### src/sv/cssw_pkg.sv
`timescale 1ns / 1ps
`default_nettype none
package cssw_pkg;
    localparam int COORD_BITS_DEF = 11;
    localparam int RSQ_BITS       = 20;
    localparam int FRAC_BITS      = 16;
    localparam int FRAC_SHIFT     = 2;
    localparam int OUT_BITS       = 16;
    localparam int NO_HIT         = 16384;
    localparam int QUEUE_DEPTH    = 4;

    typedef enum logic [1:0] {
        FRAC_ZERO,
        FRAC_ONE,
        FRAC_DIV
    } frac_mode_t;

    // width of the determinant-level signed words
    function automatic int wide_bits(input int coord_bits);
        return 4 * coord_bits + 8;
    endfunction
endpackage
`default_nettype wire

### src/sv/cssw_fifo.sv
`timescale 1ns / 1ps
`default_nettype none
module cssw_fifo #(
    parameter int WIDTH = 8
) (
    input  wire logic             clk,
    input  wire logic             rst_n,
    input  wire logic             in_valid,
    output logic                  in_ready,
    input  wire logic [WIDTH-1:0] in_data,
    output logic                  out_valid,
    input  wire logic             out_ready,
    output logic [WIDTH-1:0]      out_data
);
    import cssw_pkg::*;

    localparam int PB = $clog2(QUEUE_DEPTH);

    logic [WIDTH-1:0] mem_reg [QUEUE_DEPTH];
    logic [PB-1:0]    wr_ptr_reg, rd_ptr_reg;
    logic [PB:0]      count_reg;
    logic             push, pop;

    assign in_ready  = count_reg != (PB + 1)'(QUEUE_DEPTH);
    assign out_valid = count_reg != '0;
    assign push      = in_valid && in_ready;
    assign pop       = out_valid && out_ready;
    assign out_data  = mem_reg[rd_ptr_reg];

    always_ff @(posedge clk or negedge rst_n) begin
        if (!rst_n) begin
            wr_ptr_reg <= '0;
            rd_ptr_reg <= '0;
            count_reg  <= '0;
        end
        else begin
            if (push) begin
                wr_ptr_reg <= wr_ptr_reg + 1'b1;
            end
            if (pop) begin
                rd_ptr_reg <= rd_ptr_reg + 1'b1;
            end
            unique case ({push, pop})
                2'b10:   count_reg <= count_reg + 1'b1;
                2'b01:   count_reg <= count_reg - 1'b1;
                default: count_reg <= count_reg;
            endcase
        end
    end

    always_ff @(posedge clk) begin
        if (push) begin
            mem_reg[wr_ptr_reg] <= in_data;
        end
    end

`ifndef SYNTH
    a_count_bound: assert property (@(posedge clk) disable iff (!rst_n)
        count_reg <= (PB + 1)'(QUEUE_DEPTH))
        else $error("queue count past depth");
    a_count_up: assert property (@(posedge clk) disable iff (!rst_n)
        (push && !pop) |=> count_reg == $past(count_reg) + 1'b1)
        else $error("queue count did not advance on push");
    a_count_down: assert property (@(posedge clk) disable iff (!rst_n)
        (pop && !push) |=> count_reg == $past(count_reg) - 1'b1)
        else $error("queue count did not drop on pop");
`endif
endmodule
`default_nettype wire

### config.mk
export PLATFORM = sky130hd
export DESIGN_NAME = cssw_fifo
export DESIGN_NICKNAME = d
export VERILOG_FILES = /design/src/sv/cssw_pkg.sv /design/src/sv/cssw_fifo.sv
export SDC_FILE = /design/constraint.sdc
export NUM_CORES = 1
export LEC_CHECK = 0
export BUFFER_PORTS_ARGS = -buffer_cell sky130_fd_sc_hd__buf_2
export CORE_MARGIN = 2
export CORE_UTILIZATION = 58
export DETAILED_ROUTE_END_ITERATION = 10
export HOLD_SLACK_MARGIN = 0.02
export PLACE_DENSITY = 0.79
export SLEW_MARGIN = 15
export SYNTH_ARGS = -nofsm -noshare
export SYNTH_HDL_FRONTEND = slang
export SYNTH_SLANG_ARGS = --single-unit
### constraint.sdc
create_clock -name clk -period 4.6 [get_ports clk]
set_clock_uncertainty 0.15 [all_clocks]
set_input_delay 0 -clock clk [delete_from_list [all_inputs] [get_ports clk]]
set_output_delay 0 -clock clk [all_outputs]
set_load 0.01 [all_outputs]
# Word level (Yosys, flattened, before mapping)
# Memories as Yosys holds them, arrays and structs flattened.
# Index checks and enable logic that the tools add are counted.
[word_totals]
mem_count = 1
out_inout_bits = 10
ram_bits = 32
reg_bits = 7
word_cells = 18
[op_classes]
n_reduce_logical = 4
eq_ne = 3
mux = 3
add_sub_neg = 4
[mem_list]
columns = ["memory", "depth", "width", "read_ports", "rd_clocked_by_memory_dff", "wr", "line_no", "rtl"]
rows = [
  ["mem_reg", 4, 8, 1, 0, 1, "cssw_fifo.sv:19", "logic [WIDTH-1:0] mem_reg [QUEUE_DEPTH];"],
]
[ops]
columns = ["op", "n"]
rows = [
  ["$pmux W3 S2", 1],
  ["$add A2 B1 Y2 const B", 2],
  ["$add A3 B1 Y3 const B", 1],
  ["$ne A3 B3 Y1 const B", 1],
  ["$reduce_bool A3 Y1", 1],
  ["$sub A3 B1 Y3 const B", 1],
  ["$eq A2 B1 Y1 const B", 1],
  ["$eq A2 B2 Y1 const B", 1],
  ["$logic_and A1 B1 Y1", 2],
  ["$mux W1", 2],
  ["$reduce_bool A2 Y1", 1],
]

# Depth between registers and ports, before layout
[depth]
depth_word = 4
mapped_depth = 9
depth_no_buf = 9

# Worst setup path before layout
# Ideal clock, no wire load.
[synth_timing]
path_type = "register to register"
startpoint = "reg count_reg[0]"
endpoint = "reg count_reg[2]"
setup_ps = 79
stages_incl_launch_ff = 10
path_buffers = 0
path_slack_ps = 2381
arrival_ps = 1990
required_time_ps = 4371
cell_sequence = "dfrtp_1 > or3b_4 > and2_4 > inv_1 > ha_1 > inv_1 > fa_1 > xor2_1 > nor2_1 > xor2_1"
[synth_via]
elab_chain_len = 4
elab_cells_between_ends = 10
classes_between = "2 x add/sub; 3 x eq/ne; 1 x mux; 4 x reduce/logical"
[synth_lines]
columns = ["item", "line_no", "rtl"]
rows = [
  ["start: declaration", "cssw_fifo.sv:21", "logic [PB:0] count_reg;"],
  ["start signal: assignment", "cssw_fifo.sv:44", "2'b10: count_reg <= count_reg + 1'b1;"],
  ["start signal: assignment", "cssw_fifo.sv:45", "2'b01: count_reg <= count_reg - 1'b1;"],
  ["start signal: assignment", "cssw_fifo.sv:46", "default: count_reg <= count_reg;"],
  ["$ne A3 B3 Y1 *", "cssw_fifo.sv:24", "assign in_ready = count_reg != (PB + 1)'(QUEUE_DEPTH);"],
  ["via in_ready", "cssw_fifo.sv:9", "output logic in_ready,"],
  ["$logic_and A1 B1 Y1 *", "cssw_fifo.sv:26", "assign push = in_valid && in_ready;"],
  ["$eq A2 B1 Y1 or $eq A2 B2 Y1 (tied branches)", "cssw_fifo.sv:43", "unique case ({push, pop})"],
  ["$pmux W3 S2 or $reduce_bool A2 Y1 (tied branches)", "--", ""],
]
# The timed path passes the listed nets; every way through them passes the cells marked *.
# A chain may end at the register's enable or synchronous reset.

# Worst setup path after layout
[layout_timing]
startpoint = "reg count_reg[0]"
endpoint = "reg count_reg[2]"
[layout_via]
elab_chain_len = 4
elab_cells_between_ends = 10
classes_between = "2 x add/sub; 3 x eq/ne; 1 x mux; 4 x reduce/logical"
[layout_lines]
columns = ["item", "line_no"]
rows = [
  ["$ne A3 B3 Y1 or $reduce_bool A3 Y1 (tied branches)", "cssw_fifo.sv:24, cssw_fifo.sv:25"],
  ["$logic_and A1 B1 Y1 (on tied branches)", "cssw_fifo.sv:26, cssw_fifo.sv:27"],
  ["$eq A2 B1 Y1 or $eq A2 B2 Y1 (tied branches)", "cssw_fifo.sv:43"],
  ["$pmux W3 S2 or $reduce_bool A2 Y1 (tied branches)", "--"],
]
# Several ways; a longest one is shown, not always the timed one.

==> out/summary.txt <==
run status: completed
area of the core region: 2520 µm²
Power Total: 1150 µW
largest fanout of any net on the critical path: 6
routing usage on met1: 0.223
worst slew slack as a fraction of its limit: 0.600
Inserted Diodes: 0
number of input and output port buffers inserted: 21
Clock Latency Late Sink: 0.33 ns
highest-count cells in the layout ignoring fill and taps: sky130_fd_sc_hd__edfxtp_1 (32), sky130_fd_sc_hd__buf_2 (21), sky130_fd_sc_hd__dlygate4sd3_1 (12), sky130_fd_sc_hd__mux4_2 (8), sky130_fd_sc_hd__dfrtp_1 (7)
FF-to-FF setup slack: 2.29 ns
cell chosen for the clock root: sky130_fd_sc_hd__clkbuf_4
combined global-route utilization of all metal layers: 0.178
proportion of synthesized chip area in sequential cells: 0.719
GRT Residual Overflow: 0
number of maximum-capacitance violations: 0
Buffers & Inverters on Critical Path: 2
Final Net Count: 135
worst slew pin tran: 0.600 ns
Most Used Layer, Global Route: met2
level count of the clock H-tree: 2
highest clock rate: 433 MHz
buffer depth of the longest clock path: 2
capture point of the worst reg-to-reg path: count_reg[2]
mean post-synth cell area: 20.0 µm²
iteration count of the initial detailed-routing pass: 4
Top Ports: 22
max FFs per register: 32
global routing usage on met2: 0.301
kind of path behind the tightest hold check: in -> reg
initial core utilization: 0.626
number of placement rows: 18
required time worst endpoint: 4.72 ns
Register-to-Register Path Depth: 9
Via Count: 778
arrival time of data at the critical path endpoint: 2.43 ns
vertical die dimension: 56.2 µm
number of clock sinks seen by CTS: 39
Worst Hold Depth: 2
logic depth of the worst path, buffers included: 9
via count of the first global-routing pass: 862
launch point of the worst reg-to-reg path: count_reg[0]
RePlAce Congestion: 0.717
net count after synthesis: 97
layout cell share with drive strength beyond 1: 0.381
CP Launch Point: count_reg[0]
capturing element type of the critical path: register
most frequent standard cell in the layout excluding fill and tap cells: sky130_fd_sc_hd__edfxtp_1
Yosys Warn Count: 0
Post-Synthesis Cells: 79
final setup violating endpoints: 0
horizontal die dimension: 56.2 µm
total power per unit cell area: 598 nW/µm²
Cell Chain, Critical Path: or3b_4 > and2_4 > inv_1 > ha_1 > inv_1 > fa_1 > xor2_1 > nor2_1 > xor2_1
cell area after synthesis: 1580 µm²
TritonCTS clock tree: built
HPWL after DPL: 1690 µm
number of buffers inserted by post-CTS setup repair: 0
area of placed instances: 1710 µm²
library cells used by synthesis: 19
Final Hold Violating Endpoints: 0
largest net degree at the start of global routing: 13
TNS Setup: 0 ns
Seq cells post-synth: 39
critical path startpoint category: register
violation count after the first detailed-route iteration: 18
met3 usage: 0.0628
number of antenna violations at the first check in global routing: 0
total routed wirelength: 2480 µm
relative area change from synthesis to final layout: 21.5%
vias per cell: 5.26
DRC violations left: 0
Pins Over Slew Limit: 0
category of cells accounting for the largest share of critical-path delay: simple AND/OR/NAND/NOR gates
CP endpoint: count_reg[2]
final std cell area, no fill: 1920 µm²
Largest stage delay, worst path: 0.43 ns
remaining antenna violation count: 0
LEAKAGE: 0.000750 µW
total CTS buffers: 5
wire length of the first global-routing pass: 4020 µm
ratio of final minimum period to clock period: 0.502
detailed-route wire length per cell: 16.8 µm
RSZ-0062 raised after global routing: false
DIE AREA: 3160 µm²
cell type of the slowest stage on the worst timing path: sky130_fd_sc_hd__dfrtp_1
crit path time final: 2.31 ns
clock slew seen by the registers of the worst setup and hold paths: 0.11 ns
critical path class: reg -> reg
final core utilization: 0.761
count of filler cells inserted in the layout: 158
highest ir drop seen on vdd: 0.000498 V
power by group:
part	internal [µW]	leakage, µW	switching [µW]	total (µW)
Sequential	478	0.000375	75.8	554
Clock	128	0.0000482	105	234
Combinational	197	0.000327	164	360
how the worst min path moves through the flow:
stage / endpoint / slack, ns / startpoint
2_1_floorplan: count_reg[0] / -0.45 / rst_n
3_3_place_gp: rd_ptr_reg[0] / -0.31 / rst_n
3_5_place_dp: count_reg[2] / -0.30 / rst_n
4_1_cts: mem_reg[0][4] / 0.24 / in_data[4]
5_1_grt: mem_reg[0][2] / 0.25 / in_data[2]
6_report: mem_reg[0][4] / 0.26 / in_data[4]
metal layers:
metal | wire [µm] | up-vias
met5 | 0 | -
met4 | 10 | 0
met3 | 105 | 2
met2 | 1290 | 20
met1 | 1070 | 382
li1 | - | 374
cells in the mapped netlist:
| cell | n | area share |
|---|---|---|
| sky130_fd_sc_hd__or3_2 | 1 | 0.0048 |
| sky130_fd_sc_hd__edfxtp_1 | 32 | 0.61 |
| sky130_fd_sc_hd__mux4_2 | 8 | 0.11 |
| sky130_fd_sc_hd__dfrtp_1 | 7 | 0.11 |
| sky130_fd_sc_hd__buf_2 | 1 | 0.0032 |
| sky130_fd_sc_hd__or3b_4 | 1 | 0.0071 |
| sky130_fd_sc_hd__mux2_4 | 1 | 0.0095 |
| sky130_fd_sc_hd__nand3_1 | 1 | 0.0032 |
| sky130_fd_sc_hd__and2_1 | 1 | 0.0040 |
| sky130_fd_sc_hd__xnor2_1 | 3 | 0.017 |
| sky130_fd_sc_hd__buf_1 | 1 | 0.0024 |
| sky130_fd_sc_hd__and2_4 | 1 | 0.0055 |
| sky130_fd_sc_hd__nor2_1 | 1 | 0.0024 |
| sky130_fd_sc_hd__ha_1 | 5 | 0.040 |
| sky130_fd_sc_hd__fa_1 | 1 | 0.013 |
| sky130_fd_sc_hd__inv_1 | 6 | 0.014 |
| sky130_fd_sc_hd__and3_2 | 4 | 0.019 |
| sky130_fd_sc_hd__xor2_1 | 3 | 0.017 |
| sky130_fd_sc_hd__mux2i_1 | 1 | 0.0063 |
cell type report:
class                           count  area (µm²)  area share
Sequential cell                    39        1140       0.592
Multi-Input combinational cell     32         413       0.215
Timing Repair Buffer               33         225       0.117
Clock buffer                        6        51.3      0.0267
Tap cell                           30        37.5      0.0195
Clock inverter                      2        35.0      0.0182
Inverter                            6        22.5      0.0117
kinds of logic after synthesis:
group | Yosys count | share of synthesized area
adders and majority gates | 6 | 0.0523
DFF | 39 | 0.719
and+or+nand+nor | 10 | 0.0459
buffers and inverters | 8 | 0.0198
xor gates and xnor gates | 6 | 0.0333
muxes | 10 | 0.130
repair_timing:
item | 4_1_cts | 5_1_grt
hold endpoints to repair | 43 | 0
gates resized for setup | 0 | 0
hold buffers | 12 | 0
through the flow:
stage	std cells	hold WS, ns	worst slack, ns
after floorplan	79	-0.446	2.38
after global placement	128	-0.312	2.37
after detailed placement	128	-0.301	2.30
after CTS	148	0.241	2.29
after global routing	148	0.254	2.16
final	148	0.259	2.29
(Power assumes the default switching activity.)
